==> src/hdl/lrr_pkg.sv <==
`default_nettype none
package lrr_pkg;

    // field widths shared by the channels and the datapath
    localparam int unsigned DATA_W = 32;
    localparam int unsigned RAW_W  = 31;

    // generator constants
    localparam logic [DATA_W-1:0] LCG_MUL   = 32'd1103515245;
    localparam logic [DATA_W-1:0] LCG_INC   = 32'd12345;
    localparam logic [DATA_W-1:0] SEED_INIT = 32'd1;

    // handshake between the sequencer and a shared unit
    typedef struct packed {
        logic start;
    } t_unit_cmd;

    typedef struct packed {
        logic done;
    } t_unit_sts;

endpackage
`default_nettype wire

==> src/hdl/lrr_req_if.sv <==
`default_nettype none
interface lrr_req_if;
    import lrr_pkg::*;

    logic                     valid;
    logic                     ready;
    logic signed [DATA_W-1:0] range_min;
    logic signed [DATA_W-1:0] range_max;

    modport source (output valid, output range_min, output range_max, input ready);
    modport sink   (input valid, input range_min, input range_max, output ready);
endinterface
`default_nettype wire

==> src/hdl/lrr_rsp_if.sv <==
`default_nettype none
interface lrr_rsp_if;
    import lrr_pkg::*;

    logic                     valid;
    logic                     ready;
    logic signed [DATA_W-1:0] value;
    logic        [RAW_W-1:0]  raw_value;
    logic                     span_error;

    modport source (output valid, output value, output raw_value, output span_error,
                     input ready);
    modport sink   (input valid, input value, input raw_value, input span_error,
                     output ready);
endinterface
`default_nettype wire

==> src/hdl/lrr_lcg.sv <==
`default_nettype none
module lrr_lcg (
    input  wire logic                      i_clk,
    input  wire logic                      i_rst_n,
    input  wire lrr_pkg::t_unit_cmd        i_cmd,
    input  wire logic [lrr_pkg::DATA_W-1:0] i_state,
    output lrr_pkg::t_unit_sts             o_sts,
    output logic      [lrr_pkg::DATA_W-1:0] o_next
);
    import lrr_pkg::*;

    logic [DATA_W-1:0] r_prod;
    logic [DATA_W-1:0] r_next;
    logic              r_mul_vld;
    logic              r_done;

    // control: product stage, then add stage
    always_ff @(posedge i_clk) begin
        if (!i_rst_n) begin
            r_mul_vld <= 1'b0;
            r_done    <= 1'b0;
        end else begin
            r_mul_vld <= i_cmd.start;
            r_done    <= r_mul_vld;
        end
    end

    // low half of state times multiplier, registered before the add
    always_ff @(posedge i_clk) begin
        if (i_cmd.start) begin
            r_prod <= i_state * LCG_MUL;
        end
        if (r_mul_vld) begin
            r_next <= r_prod + LCG_INC;
        end
    end

    assign o_sts.done = r_done;
    assign o_next     = r_next;

endmodule
`default_nettype wire

==> src/hdl/lrr_mod.sv <==
`default_nettype none
module lrr_mod (
    input  wire logic                       i_clk,
    input  wire logic                       i_rst_n,
    input  wire lrr_pkg::t_unit_cmd         i_cmd,
    input  wire logic [lrr_pkg::RAW_W-1:0]  i_dividend,
    input  wire logic [lrr_pkg::DATA_W-1:0] i_divisor,
    output lrr_pkg::t_unit_sts              o_sts,
    output logic      [lrr_pkg::RAW_W-1:0]  o_rem
);
    import lrr_pkg::*;

    localparam int unsigned CNT_W = $clog2(RAW_W);
    localparam logic [CNT_W-1:0] LAST_BIT = CNT_W'(RAW_W - 1);

    logic              r_busy;
    logic              r_done;
    logic [CNT_W-1:0]  r_cnt;
    logic [RAW_W-1:0]  r_dvd;
    logic [DATA_W-1:0] r_dvs;
    logic [RAW_W-1:0]  r_rem;
    logic [DATA_W-1:0] shifted;
    logic [DATA_W-1:0] diff;
    logic              fits;

    // one restoring step: bring down the next dividend bit and try to subtract
    always_comb begin
        shifted = {r_rem, r_dvd[RAW_W-1]};
        diff    = shifted - r_dvs;
        fits    = (shifted >= r_dvs);
    end

    // iteration control
    always_ff @(posedge i_clk) begin
        if (!i_rst_n) begin
            r_busy <= 1'b0;
            r_done <= 1'b0;
            r_cnt  <= '0;
        end else begin
            r_done <= 1'b0;
            if (i_cmd.start) begin
                r_busy <= 1'b1;
                r_cnt  <= '0;
            end else if (r_busy) begin
                r_cnt <= r_cnt + 1'b1;
                if (r_cnt == LAST_BIT) begin
                    r_busy <= 1'b0;
                    r_done <= 1'b1;
                end
            end
        end
    end

    // partial remainder and dividend shift register; remainder stays below the divisor
    always_ff @(posedge i_clk) begin
        if (i_cmd.start) begin
            r_dvd <= i_dividend;
            r_dvs <= i_divisor;
            r_rem <= '0;
        end else if (r_busy) begin
            r_dvd <= {r_dvd[RAW_W-2:0], 1'b0};
            r_rem <= fits ? diff[RAW_W-1:0] : shifted[RAW_W-1:0];
        end
    end

    assign o_sts.done = r_done;
    assign o_rem      = r_rem;

endmodule
`default_nettype wire

==> src/hdl/lcg_random_in_range.sv <==
`default_nettype none
// a request runs three generator steps on the shared unit (multiply then add), then loads the
//   bit-serial remainder unit for 31 remainder steps and finishes; a zero span goes straight to finish
// a new request is taken only once the previous result is registered; a finished result
//   that finds the output full waits
// the output register lets a new request start while a result waits
// reset: synchronous active low, seed and generator state return to 1, no result pending
module lcg_random_in_range (
    input  wire logic                       i_clk,
    input  wire logic                       i_rst_n,
    lrr_req_if.sink                         i_req,
    lrr_rsp_if.source                       o_rsp,
    input  wire logic                       psel,
    input  wire logic                       penable,
    input  wire logic                       pwrite,
    input  wire logic [2:0]                 paddr,
    input  wire logic [lrr_pkg::DATA_W-1:0] pwdata,
    output logic      [lrr_pkg::DATA_W-1:0] prdata,
    output logic                            pready
);
    import lrr_pkg::*;

    typedef enum logic [3:0] {
        S_IDLE = 4'b0001,
        S_LCG  = 4'b0010,
        S_DIV  = 4'b0100,
        S_FIN  = 4'b1000
    } t_seq_state;

    localparam logic [1:0] LAST_STEP = 2'd2;

    t_seq_state        r_state, n_state;
    logic [DATA_W-1:0] r_seed;
    logic [DATA_W-1:0] r_gen;
    logic [1:0]        r_step, n_step;
    logic [DATA_W-1:0] r_lo;
    logic [DATA_W-1:0] r_span;
    logic [RAW_W-1:0]  r_raw;
    logic              r_err;
    logic              r_out_vld;
    logic [DATA_W-1:0] r_out_val;
    logic [RAW_W-1:0]  r_out_raw;
    logic              r_out_err;

    t_unit_cmd         lcg_cmd, mod_cmd;
    t_unit_sts         lcg_sts, mod_sts;
    logic [DATA_W-1:0] lcg_next;
    logic [DATA_W-1:0] lcg_src;
    logic [RAW_W-1:0]  mod_rem;
    logic [DATA_W-1:0] span_mag;
    logic              req_xfer;
    logic              cfg_wr;
    logic              out_free;

    // configuration port
    assign pready = 1'b1;
    assign cfg_wr = psel && penable && pwrite && (paddr[2] == 1'b0);
    assign prdata = (paddr[2] == 1'b0) ? r_seed : '0;

    assign i_req.ready = (r_state == S_IDLE);
    assign req_xfer    = i_req.valid && i_req.ready;
    assign out_free    = !r_out_vld || o_rsp.ready;

    // generator step source: live state on a new request, else the last step
    assign lcg_src       = (r_state == S_IDLE) ? r_gen : lcg_next;
    assign span_mag      = r_span[DATA_W-1] ? (DATA_W'(0) - r_span) : r_span;
    assign mod_cmd.start = (r_state == S_LCG) && lcg_sts.done && (r_step == LAST_STEP) &&
                           (r_span != '0);

    // sequencer
    always_comb begin
        n_state       = r_state;
        n_step        = r_step;
        lcg_cmd.start = 1'b0;
        unique case (r_state)
            S_IDLE: begin
                if (req_xfer) begin
                    lcg_cmd.start = 1'b1;
                    n_step        = '0;
                    n_state       = S_LCG;
                end
            end
            S_LCG: begin
                if (lcg_sts.done) begin
                    if (r_step == LAST_STEP) begin
                        n_state = (r_span == '0) ? S_FIN : S_DIV;
                    end else begin
                        lcg_cmd.start = 1'b1;
                        n_step        = r_step + 1'b1;
                    end
                end
            end
            S_DIV: begin
                if (mod_sts.done) begin
                    n_state = S_FIN;
                end
            end
            S_FIN: begin
                if (out_free) begin
                    n_state = S_IDLE;
                end
            end
            default: n_state = S_IDLE;
        endcase
    end

    always_ff @(posedge i_clk) begin
        if (!i_rst_n) begin
            r_state <= S_IDLE;
            r_step  <= '0;
            r_seed  <= SEED_INIT;
            r_gen   <= SEED_INIT;
        end else begin
            r_state <= n_state;
            r_step  <= n_step;
            if (cfg_wr) begin
                r_seed <= pwdata;
                r_gen  <= pwdata;
            end else if ((r_state == S_LCG) && lcg_sts.done) begin
                r_gen <= lcg_next;
            end
        end
    end

    // request capture and raw value assembly
    always_ff @(posedge i_clk) begin
        if (req_xfer) begin
            r_lo   <= i_req.range_min;
            r_span <= i_req.range_max - i_req.range_min + DATA_W'(1);
        end
        if ((r_state == S_LCG) && lcg_sts.done) begin
            if (r_step == '0) begin
                r_raw <= {20'd0, lcg_next[26:16]};
            end else begin
                r_raw <= {r_raw[RAW_W-11:0], lcg_next[25:16]};
            end
            r_err <= (r_span == '0);
        end
    end

    // output register
    always_ff @(posedge i_clk) begin
        if (!i_rst_n) begin
            r_out_vld <= 1'b0;
        end else if ((r_state == S_FIN) && out_free) begin
            r_out_vld <= 1'b1;
        end else if (o_rsp.ready) begin
            r_out_vld <= 1'b0;
        end
    end

    always_ff @(posedge i_clk) begin
        if ((r_state == S_FIN) && out_free) begin
            r_out_val <= r_err ? r_lo : ({1'b0, mod_rem} + r_lo);
            r_out_raw <= r_raw;
            r_out_err <= r_err;
        end
    end

    assign o_rsp.valid      = r_out_vld;
    assign o_rsp.value      = r_out_val;
    assign o_rsp.raw_value  = r_out_raw;
    assign o_rsp.span_error = r_out_err;

    // shared multiply-add unit
    lrr_lcg u_lcg (
        .i_clk   (i_clk),
        .i_rst_n (i_rst_n),
        .i_cmd   (lcg_cmd),
        .i_state (lcg_src),
        .o_sts   (lcg_sts),
        .o_next  (lcg_next)
    );

    // bit-serial remainder unit, raw value is the dividend
    lrr_mod u_mod (
        .i_clk      (i_clk),
        .i_rst_n    (i_rst_n),
        .i_cmd      (mod_cmd),
        .i_dividend ({r_raw[RAW_W-11:0], lcg_next[25:16]}),
        .i_divisor  (span_mag),
        .o_sts      (mod_sts),
        .o_rem      (mod_rem)
    );

    // generator unit reports only while the sequencer waits on it
    a_lcg_done_in_lcg: assert property (@(posedge i_clk) disable iff (!i_rst_n)
        lcg_sts.done |-> (r_state == S_LCG))
        else $error("generator step finished outside its state");

    // remainder unit reports only while the sequencer waits on it
    a_mod_done_in_div: assert property (@(posedge i_clk) disable iff (!i_rst_n)
        mod_sts.done |-> (r_state == S_DIV))
        else $error("remainder finished outside its state");

    // step counter never passes the third generator step
    a_step_range: assert property (@(posedge i_clk) disable iff (!i_rst_n)
        (r_step != 2'd3))
        else $error("generator step count out of range");

    // a seed write reloads the generator state
    a_seed_reload: assert property (@(posedge i_clk) disable iff (!i_rst_n)
        cfg_wr |=> (r_gen == $past(pwdata)) && (r_seed == $past(pwdata)))
        else $error("seed write did not reload the generator");

endmodule
`default_nettype wire
==> src/flat_wrapper.sv <==
// flat-port wrapper written by rule: the top's interface ports become plain ports
module lcg_random_in_range_flat import lrr_pkg::*;
  (i_clk, i_rst_n, psel, penable, pwrite, paddr, pwdata, prdata, pready, i_req_valid, i_req_range_min, i_req_range_max, i_req_ready, o_rsp_valid, o_rsp_value, o_rsp_raw_value, o_rsp_span_error, o_rsp_ready);
  lrr_req_if i_req_i ();
  lrr_rsp_if o_rsp_i ();
  input  wire logic i_clk;
  input  wire logic i_rst_n;
  input  wire logic psel;
  input  wire logic penable;
  input  wire logic pwrite;
  input  wire logic [2:0] paddr;
  input  wire logic [lrr_pkg::DATA_W-1:0] pwdata;
  output logic      [lrr_pkg::DATA_W-1:0] prdata;
  output logic pready;
  input wire logic [$bits(i_req_i.valid)-1:0] i_req_valid;
  input wire logic [$bits(i_req_i.range_min)-1:0] i_req_range_min;
  input wire logic [$bits(i_req_i.range_max)-1:0] i_req_range_max;
  output wire logic [$bits(i_req_i.ready)-1:0] i_req_ready;
  output wire logic [$bits(o_rsp_i.valid)-1:0] o_rsp_valid;
  output wire logic [$bits(o_rsp_i.value)-1:0] o_rsp_value;
  output wire logic [$bits(o_rsp_i.raw_value)-1:0] o_rsp_raw_value;
  output wire logic [$bits(o_rsp_i.span_error)-1:0] o_rsp_span_error;
  input wire logic [$bits(o_rsp_i.ready)-1:0] o_rsp_ready;
  assign i_req_i.valid = i_req_valid;
  assign i_req_i.range_min = i_req_range_min;
  assign i_req_i.range_max = i_req_range_max;
  assign i_req_ready = i_req_i.ready;
  assign o_rsp_valid = o_rsp_i.valid;
  assign o_rsp_value = o_rsp_i.value;
  assign o_rsp_raw_value = o_rsp_i.raw_value;
  assign o_rsp_span_error = o_rsp_i.span_error;
  assign o_rsp_i.ready = o_rsp_ready;
  lcg_random_in_range u_core (.i_clk(i_clk), .i_rst_n(i_rst_n), .i_req(i_req_i), .o_rsp(o_rsp_i), .psel(psel), .penable(penable), .pwrite(pwrite), .paddr(paddr), .pwdata(pwdata), .prdata(prdata), .pready(pready));
endmodule
==> config.mk <==
export PLATFORM = sky130hd
export DESIGN_NAME = lcg_random_in_range_flat
export DESIGN_NICKNAME = d
export VERILOG_FILES = /design/src/hdl/lrr_pkg.sv /design/src/hdl/lrr_req_if.sv /design/src/hdl/lrr_rsp_if.sv /design/src/hdl/lrr_lcg.sv /design/src/hdl/lrr_mod.sv /design/src/hdl/lcg_random_in_range.sv /design/src/flat_wrapper.sv
export SDC_FILE = /design/constraint.sdc
export NUM_CORES = 1
export LEC_CHECK = 0
export BUFFER_PORTS_ARGS = -buffer_cell sky130_fd_sc_hd__buf_2
export CORE_MARGIN = 8
export CORE_UTILIZATION = 45
export DETAILED_ROUTE_END_ITERATION = 10
export PLACE_DENSITY = 0.58
export SETUP_SLACK_MARGIN = 0.2
export SLEW_MARGIN = 20
export SYNTH_ARGS = -nofsm -noshare
export SYNTH_HDL_FRONTEND = slang
export SYNTH_HIERARCHICAL = 1
export SYNTH_SLANG_ARGS = --single-unit
export TNS_END_PERCENT = 10
==> constraint.sdc <==
create_clock -name i_clk -period 15 [get_ports i_clk]
set_clock_uncertainty 0.1 [all_clocks]
set_input_delay 3.75 -clock i_clk [delete_from_list [all_inputs] [get_ports i_clk]]
set_output_delay 3.75 -clock i_clk [all_outputs]
set_load 0.02 [all_outputs]
# Word level (Yosys, flattened, before mapping)
# Cells that the tools add are included.
totals:
  regBits: 398
  word_cells: 101
  input_bits: 106
  out_inout_bits: 99
classes:
  order_cmp: 1
  n_eq_ne: 12
  n_mux: 31
  add_sub_neg: 8
  n_mul: 1
  reduce_logical: 21
  bitwise: 3
ops:
  columns: ["cell", "count"]
  rows:
  - ["$mux 32", 5]
  - ["$mux 31", 4]
  - ["$add 31x32->32", 1]
  - ["$add 32x14->32 const B", 1]
  - ["$add 32x2->32 const B", 1]
  - ["$ge 32x32->1", 1]
  - ["$logic_not 32->1", 1]
  - ["$mul 32x31->32 const B", 1]
  - ["$reduce_bool 32->1", 1]
  - ["$sub 1x32->32 const A", 1]
  - ["$sub 32x32->32", 1]
  - ["$sub 31x31->31", 1]
  - ["$mux 4", 6]
  - ["$pmux 4 s4", 1]
  - ["$mux 11", 1]
  - ["$ne 2x2->1 const B", 5]
  - ["$mux 1", 9]
  - ["$logic_and 1x1->1", 8]
  - ["$reduce_bool 2->1", 4]
  - ["$mux 2", 3]
  - ["$add 5x1->5 const B", 1]
  - ["$eq 5x5->1 const B", 1]
  - ["$reduce_and 5->1", 1]
  - ["$eq 4x1->1 const B", 1]
  - ["other kinds (15)", 17]

# Depth between registers and ports, before layout
# Gate-level depths: netlist (run 1).
logic_depth:
  word_depth: 5
  ltp_mapped: 26
  mapped_depth_nobuf: 25

# Cells and area by module
# The synthesis (run 1) kept the hierarchy.
by_module_without_submodules:
  columns: ["mod", "n_inst", "seq_area_each_um2", "area_per_inst_um2", "cells_each"]
  rows:
  - ["lcg_random_in_range", 1, 6226.0, 13062.5, 1238]
  - ["lrr_lcg", 1, 1961.9, 11131.9, 1043]
  - ["lrr_mod", 1, 2652.5, 5756.8, 571]

# Worst setup path before layout (run 1)
# Ideal clock, no wire load.
synth_path:
  path_kind: "input -> output"
  startpoint: "input port paddr[2]"
  endpoint: "output port prdata[10] (netlist name)"
  t_arrival_ps: 4263
  t_required_ps: 11150
  n_path_buf: 1
  slack_ps: 6887
  stages: 2
  cell_sequence: "clkbuf_1 -> nor2b_1"
synth_between:
  elab_chain_len: 1
synth_lines:
  columns: ["element", "line", "text"]
  rows:
  - ["start: declaration", "flat_wrapper.sv:11", "input wire logic [2:0] paddr;"]
  - ["$mux 32", "lcg_random_in_range.sv:58", "assign prdata = (paddr[2] == 1'b0) ? r_seed : '0;"]
  - ["end: declaration", "flat_wrapper.sv:13", "output logic [lrr_pkg::DATA_W-1:0] prdata;"]
# Every way passes these cells.

# Final worst setup path (run 1)
layout_path:
  startpoint: "input port paddr[2]"
  endpoint: "output port prdata[6] (netlist name)"
# Same word-level chain as after synthesis.

==> parameters.txt, run 1 <==
Parameter                              Value

Critical path
  Max FO, Critical Path    34
  Data arrival at the endpoint of the critical path    roughly 4.6 ns
  CP Class    input pin to primary output
  Critical-path cell list    buf_2, nor2b_1, buf_2
  Count of buffering cells on the critical path with inverters included    2
  Kind of capture point of the worst setup path    primary output
  Critical Path Source Type    input pin
  CP Data Required Time    approximately 11 ns
  Highest cell delay on the worst timing path    between 0.5 and 0.6 ns
  Family with the most delay on the worst path    buffers and inverters
  Cell at the slowest stage of the critical path    sky130_fd_sc_hd__buf_2
  Cell repeated most along the worst path    sky130_fd_sc_hd__buf_2

Drt
  Length of the first detailed-routing pass in iterations    5
  Remaining routing DRC violations    0
  Count of nets left with antenna violations after detail routing    0
  Wire length per cell    roughly 19 µm
  Total vias in the final route    18800
  Sum of routed wire length over all layers    approximately 68000 µm
  Number of vias per cell    5.25
  Violation count after the first detailed-routing iteration    approximately 1000

Clock tree
  CTS clk-pin slew, worst paths    about 0.060 ns
  TritonCTS clock tree    done
  Hold buffer count at cts    0
  Setup bufs post-CTS    0
  Clock insertion delay at the later pin of the skew report    about 0.60 ns
  Num CTS Buffers    44
  Number of clock sinks seen by CTS    between 300 and 400
  Cell at the root of the clock tree    sky130_fd_sc_hd__clkbuf_16
  Max Buffers Root-to-Sink    3
  CTS H-tree depth    2
  Total of cells resized after clock tree synthesis    0

Place
  HPWL after detailed placement    ~55000 µm
  Global placement routability congestion    0.894
  I/O Buffers    around 200

Synth
  Cell count after synthesis    approximately 2600
  Yosys Warn Count    6
  Netlist area before placement    27200 µm²
  Synthesized Nets    just over 3000
  Synth Area per Inst    10.5 µm²

Floorplan
  Die Span X    roughly 260 µm
  Floorplan row count    90
  Starting utilization of the core area    45.3%
  Die Y-Extent    approximately 260 µm
  Total Die Area    68500 µm²
  Number of top-level pins    around 210
  Placeable core area    60000 µm²

STA
  Slew Limit Fails    0
  # setup viols final    0
  Final-report hold violation count    0
  Worst-margin pin slew    roughly 0.95 ns
  Final worst path period share    56.4%
  Total Neg Setup Slack    0 ns
  Time the final worst path needs with I/O delays and setup    between 8 and 9 ns
  Remaining max-slew budget at the tightest pin    36.8%
  Highest clock rate    between 100 and 150 MHz
  Setup repair after global routing missed its margin    false

Finish
  Filler cell count in the final layout    5401
  Fraction of final layout cells with drive strength greater than 1    roughly 15%
  Net count of the finished layout    3290
  Growth of design area from synthesis to finish    12.3%

Global routing
  Congestion Overflow GR    0
  Global-route wire length before repair    107000 µm
  Total GRT Usage    about a fifth
  Via count of the first global-routing pass    around 19000
  Maximum number of pins on one net before global-route repair    between 70 and 80
  Antenna violations before repair    2

Outcome
  Status    complete, no violations

Flow run
  Max-capacitance violation count    0

Worst hold path
  Hold/Removal Path Class    register to register
==> per-layer routing <==
metal | wire length [µm] | global-route usage (%)
met5 | 0 | 0
met4 | 2450 | 7.24
met3 | 2350 | 2.36
met2 | 33500 | 34.6
met1 | 29800 | 25.2
==> layout make-up <==
type	instances	area (µm²)	share of cell area, %
diodes	2	5.00	0.0164
clock buffers	64	1310	4.29
clock inverters	18	249	0.816
inverters	350	1310	4.30
multi-input cells	1769	15100	49.5
flip-flops and latches	383	10400	34.2
well taps	782	978	3.21
repair buffers	216	1120	3.66
==> sequential cells by signal, indices dropped and copies added (netlist names), 31 cells and up <==
signal	cells
u_core/o_rsp.value	32
u_core/r_lo	32
u_core/r_seed	32
u_core/r_span	32
u_core/u_mod/r_dvs	32
u_core/o_rsp.raw_value	31
u_core/r_raw	31
u_core/u_mod/o_rem	31
u_core/u_mod/r_dvd	31
==> worst paths after layout <==
| path | from | to | slack (ns) | cells after the start |
|---|---|---|---|---|
| max | paddr[2] | prdata[6] | 6.55 | 3 |
| min | u_core/r_raw[30] | u_core/o_rsp.raw_value[30] | 0.32 | 0 |
| max reg2reg | u_core/r_state[3] | u_core/u_lcg/r_prod[25] | 7.32 | 26 |
| min reg2reg | u_core/r_raw[30] | u_core/o_rsp.raw_value[30] | 0.32 | 0 |
==> cells in the final DEF (no fill, tap or decap), drive strengths merged, types with 17 or more instances in the layout <==
cell      n
a21boi   64
a211oi   39
xor2     49
nand2b   18
mux2     88
a31oi    17
nand4    19
ha      277
nand2   221
a21oi   122
clkbuf   64
nor2b    70
edfxtp  277
nor2    120
and3     19
buf     216
o21ai   102
nor3     21
fa      143
xnor2   109
nand3    39
inv     354
a21o     64
dfxtp   106
==> per-stage QoR <==
step / hold slack [ns] / setup WS, ns / std cells / utilization (%) / area, µm²
2_1_floorplan: 0.300 / 6.89 / 2586 / - / 27200
3_3_place_gp: 0.304 / 6.62 / 3500 / 48.3 / 29000
3_5_place_dp: 0.305 / 6.56 / 3500 / 48.3 / 29000
4_1_cts: 0.319 / 6.55 / 3582 / 50.9 / 30500
5_1_grt: 0.324 / 6.46 / 3584 / 50.9 / 30500
6_report: 0.318 / 6.55 / 3584 / 50.9 / 30500
Power of run 1 is left out: the tool's default activity adds up to more than one toggle a clock period on the data nets, which glitch-free logic cannot reach.
==> run 2: changes to the inputs <==
Clock period 15 ns to 8.1 ns, I/O delays scaled along.
==> run 2 against run 1 <==
Net effect:
- flip-flop and latch count unchanged
- final area shrank 0.34%
- sequential share of layout area rose by 0.11 points
- largest cell class unchanged
- critical path depth rose by 23
- global-route usage up 0.22 points
- non-clock buffer count increased by 1
- wire length increased by 1.3%
- core utilization shrank 0.17 points
==> parameters.txt, run 2 (same netlist as run 1, synthesis figures left out) <==
Parameter                              Value

Global routing
  Congestion Overflow GR    0
  Via count of the first global-routing pass    19300
  Antenna violations before repair    1
  Total GRT Usage    between 20% and 30%
  Global-route wire length before repair    about 110000 µm
  Maximum number of pins on one net before global-route repair    between 70 and 80

Finish
  Filler cell count in the final layout    ~5400
  Area occupied by registers    between 10000 and 15000 µm²
  Fraction of final layout cells with drive strength greater than 1    between 10% and 20%
  Area occupied by multi-input gates    ~15000 µm²
  Growth of design area from synthesis to finish    11.9%
  Antenna diode count    0
  Most frequent standard cell in the layout excluding fill and tap cells    sky130_fd_sc_hd__inv_1
  Net count of the finished layout    roughly 3300
  Commonest cells after routing, fill and taps aside    sky130_fd_sc_hd__inv_1 (347), sky130_fd_sc_hd__ha_1 (277), sky130_fd_sc_hd__edfxtp_1 (277)

Place
  HPWL after detailed placement    55100 µm
  Global placement routability congestion    0.892
  I/O Buffers    ~200

Critical path
  Data arrival at the endpoint of the critical path    approximately 7.7 ns
  Kind of capture point of the worst setup path    register
  Capture instance of the worst register-to-register path    u_core/u_lcg/r_prod[25]
  CP Data Required Time    between 8 and 9 ns
  Reg2Reg Setup Slack    between 0.6 and 0.7 ns
  Critical Path Source Type    register
  Startpoint of the worst register-to-register path    u_core/r_state[3]
  Max FO, Critical Path    30
  Count of cells along the worst register-to-register path    26
  CP Class    register to register

STA
  Final worst path period share    roughly nine tenths
  Time the final worst path needs with I/O delays and setup    ~7.4 ns
  Total Neg Setup Slack    0 ns
  Worst-margin pin slew    ~0.95 ns
  Highest clock rate    134 MHz
  Setup repair after global routing missed its margin    false
  # setup viols final    0
  Remaining max-slew budget at the tightest pin    a little over a third
  Final-report hold violation count    0
  Slew Limit Fails    0

Worst hold path
  Hold/Removal Path Class    register to register
  Worst-case hold path end point    u_core/o_rsp.raw_value[24]
  Hold path startpoint    u_core/r_raw[24]
  Worst hold stages    0

Drt
  Number of vias per cell    roughly 5.2
  Length of the first detailed-routing pass in iterations    5
  Remaining routing DRC violations    0
  Wire length per cell    19.3 µm
  Count of nets left with antenna violations after detail routing    0
  Sum of routed wire length over all layers    just under 70000 µm
  Total vias in the final route    between 15000 and 20000
  Violation count after the first detailed-routing iteration    936

Floorplan
  Die Span X    262 µm
  Die Y-Extent    262 µm
  Placeable core area    around 60000 µm²
  Total Die Area    68500 µm²
  Floorplan row count    90
  Starting utilization of the core area    a little under half
  Number of top-level pins    about 210

Clock tree
  Cell at the root of the clock tree    sky130_fd_sc_hd__clkbuf_16
  Number of clock sinks seen by CTS    between 300 and 400
  Num CTS Buffers    between 40 and 50
  Total of cells resized after clock tree synthesis    0
  Setup bufs post-CTS    0
  Clock insertion delay at the later pin of the skew report    approximately 0.58 ns
  Hold buffer count at cts    0
  Max Buffers Root-to-Sink    3
  CTS clk-pin slew, worst paths    0.06 ns
  CTS H-tree depth    2
  TritonCTS clock tree    done

Outcome
  Status    complete, no violations

Flow run
  Max-capacitance violation count    0
## run 2: changes by cell type in the layout (fill, tap and decap cells not counted), sizes merged
cell	change
diode	-2
clkinvlp	+2
buf	+1
bufinv	-3
clkbuf	-3
clkinv	+6
## run 2: worst max path at each step
stage / start / endpoint / cells past startpoint
finish: u_core/r_state[3] / u_core/u_lcg/r_prod[25] / 26
global route: u_core/r_state[3] / u_core/u_lcg/r_prod[25] / 26
CTS: u_core/r_state[3] / u_core/u_lcg/r_prod[25] / 26
detailed placement: u_core/r_state[3] / u_core/u_lcg/r_prod[25] / 26
global placement: u_core/r_state[3] / u_core/u_lcg/r_prod[25] / 26
floorplan: u_core/r_state[3] / u_core/u_lcg/r_prod[25] / 26
## run 2: routing by layer
layer / vias to the layer above / global-route usage, % / share of wire (%)
met3: 106 / 2.31 / 3.6
met1: 9022 / 25.3 / 44
met2: 364 / 35.6 / 50
met5: - / 0 / 0
li1: 9290 / - / -
met4: 0 / 6.49 / 3.0
## run 2: critical path, stage by stage, from the launching register on
cell                       delay (ns)
sky130_fd_sc_hd__dfxtp_1         0.35
sky130_fd_sc_hd__nand2b_1        0.19
sky130_fd_sc_hd__nor3_2          0.19
sky130_fd_sc_hd__buf_12          0.26
sky130_fd_sc_hd__mux2_2          0.45
sky130_fd_sc_hd__ha_1            0.44
sky130_fd_sc_hd__xor2_1          0.29
sky130_fd_sc_hd__ha_1            0.20
sky130_fd_sc_hd__a21oi_1         0.07
sky130_fd_sc_hd__fa_1            0.48
sky130_fd_sc_hd__fa_1            0.51
sky130_fd_sc_hd__inv_1           0.05
sky130_fd_sc_hd__fa_1            0.49
sky130_fd_sc_hd__inv_1           0.05
sky130_fd_sc_hd__fa_1            0.47
sky130_fd_sc_hd__inv_1           0.05
sky130_fd_sc_hd__fa_1            0.53
sky130_fd_sc_hd__inv_1           0.05
sky130_fd_sc_hd__fa_1            0.53
sky130_fd_sc_hd__inv_1           0.04
sky130_fd_sc_hd__ha_1            0.35
sky130_fd_sc_hd__a21oi_1         0.19
sky130_fd_sc_hd__nand2_1         0.11
sky130_fd_sc_hd__nor2_1          0.10
sky130_fd_sc_hd__a21oi_1         0.10
sky130_fd_sc_hd__o41ai_1         0.40
sky130_fd_sc_hd__xnor2_1         0.11
## run 2: cell type report
cell class                 count  area share (%)
sequential                   383            34.3
timing repair buffer         217            3.74
inverter                     350            4.32
clock buffer                  61            4.07
tap                          782            3.22
clock inverter                23           0.670
multi-input combinational   1769            49.7
## run 2: through the flow
step	hold WS, ns	instances	util (%)	setup slack (ns)	cell area [µm²]
finish	0.318	3585	50.7	0.658	30400
global placement	0.304	3501	48.3	0.678	29000
global route	0.323	3585	50.7	0.221	30400
CTS	0.320	3585	50.7	0.631	30400
floorplan	0.300	2586	-	0.799	27200
detailed placement	0.306	3501	48.3	0.664	29000
Power of run 2 is left out for the same reason.
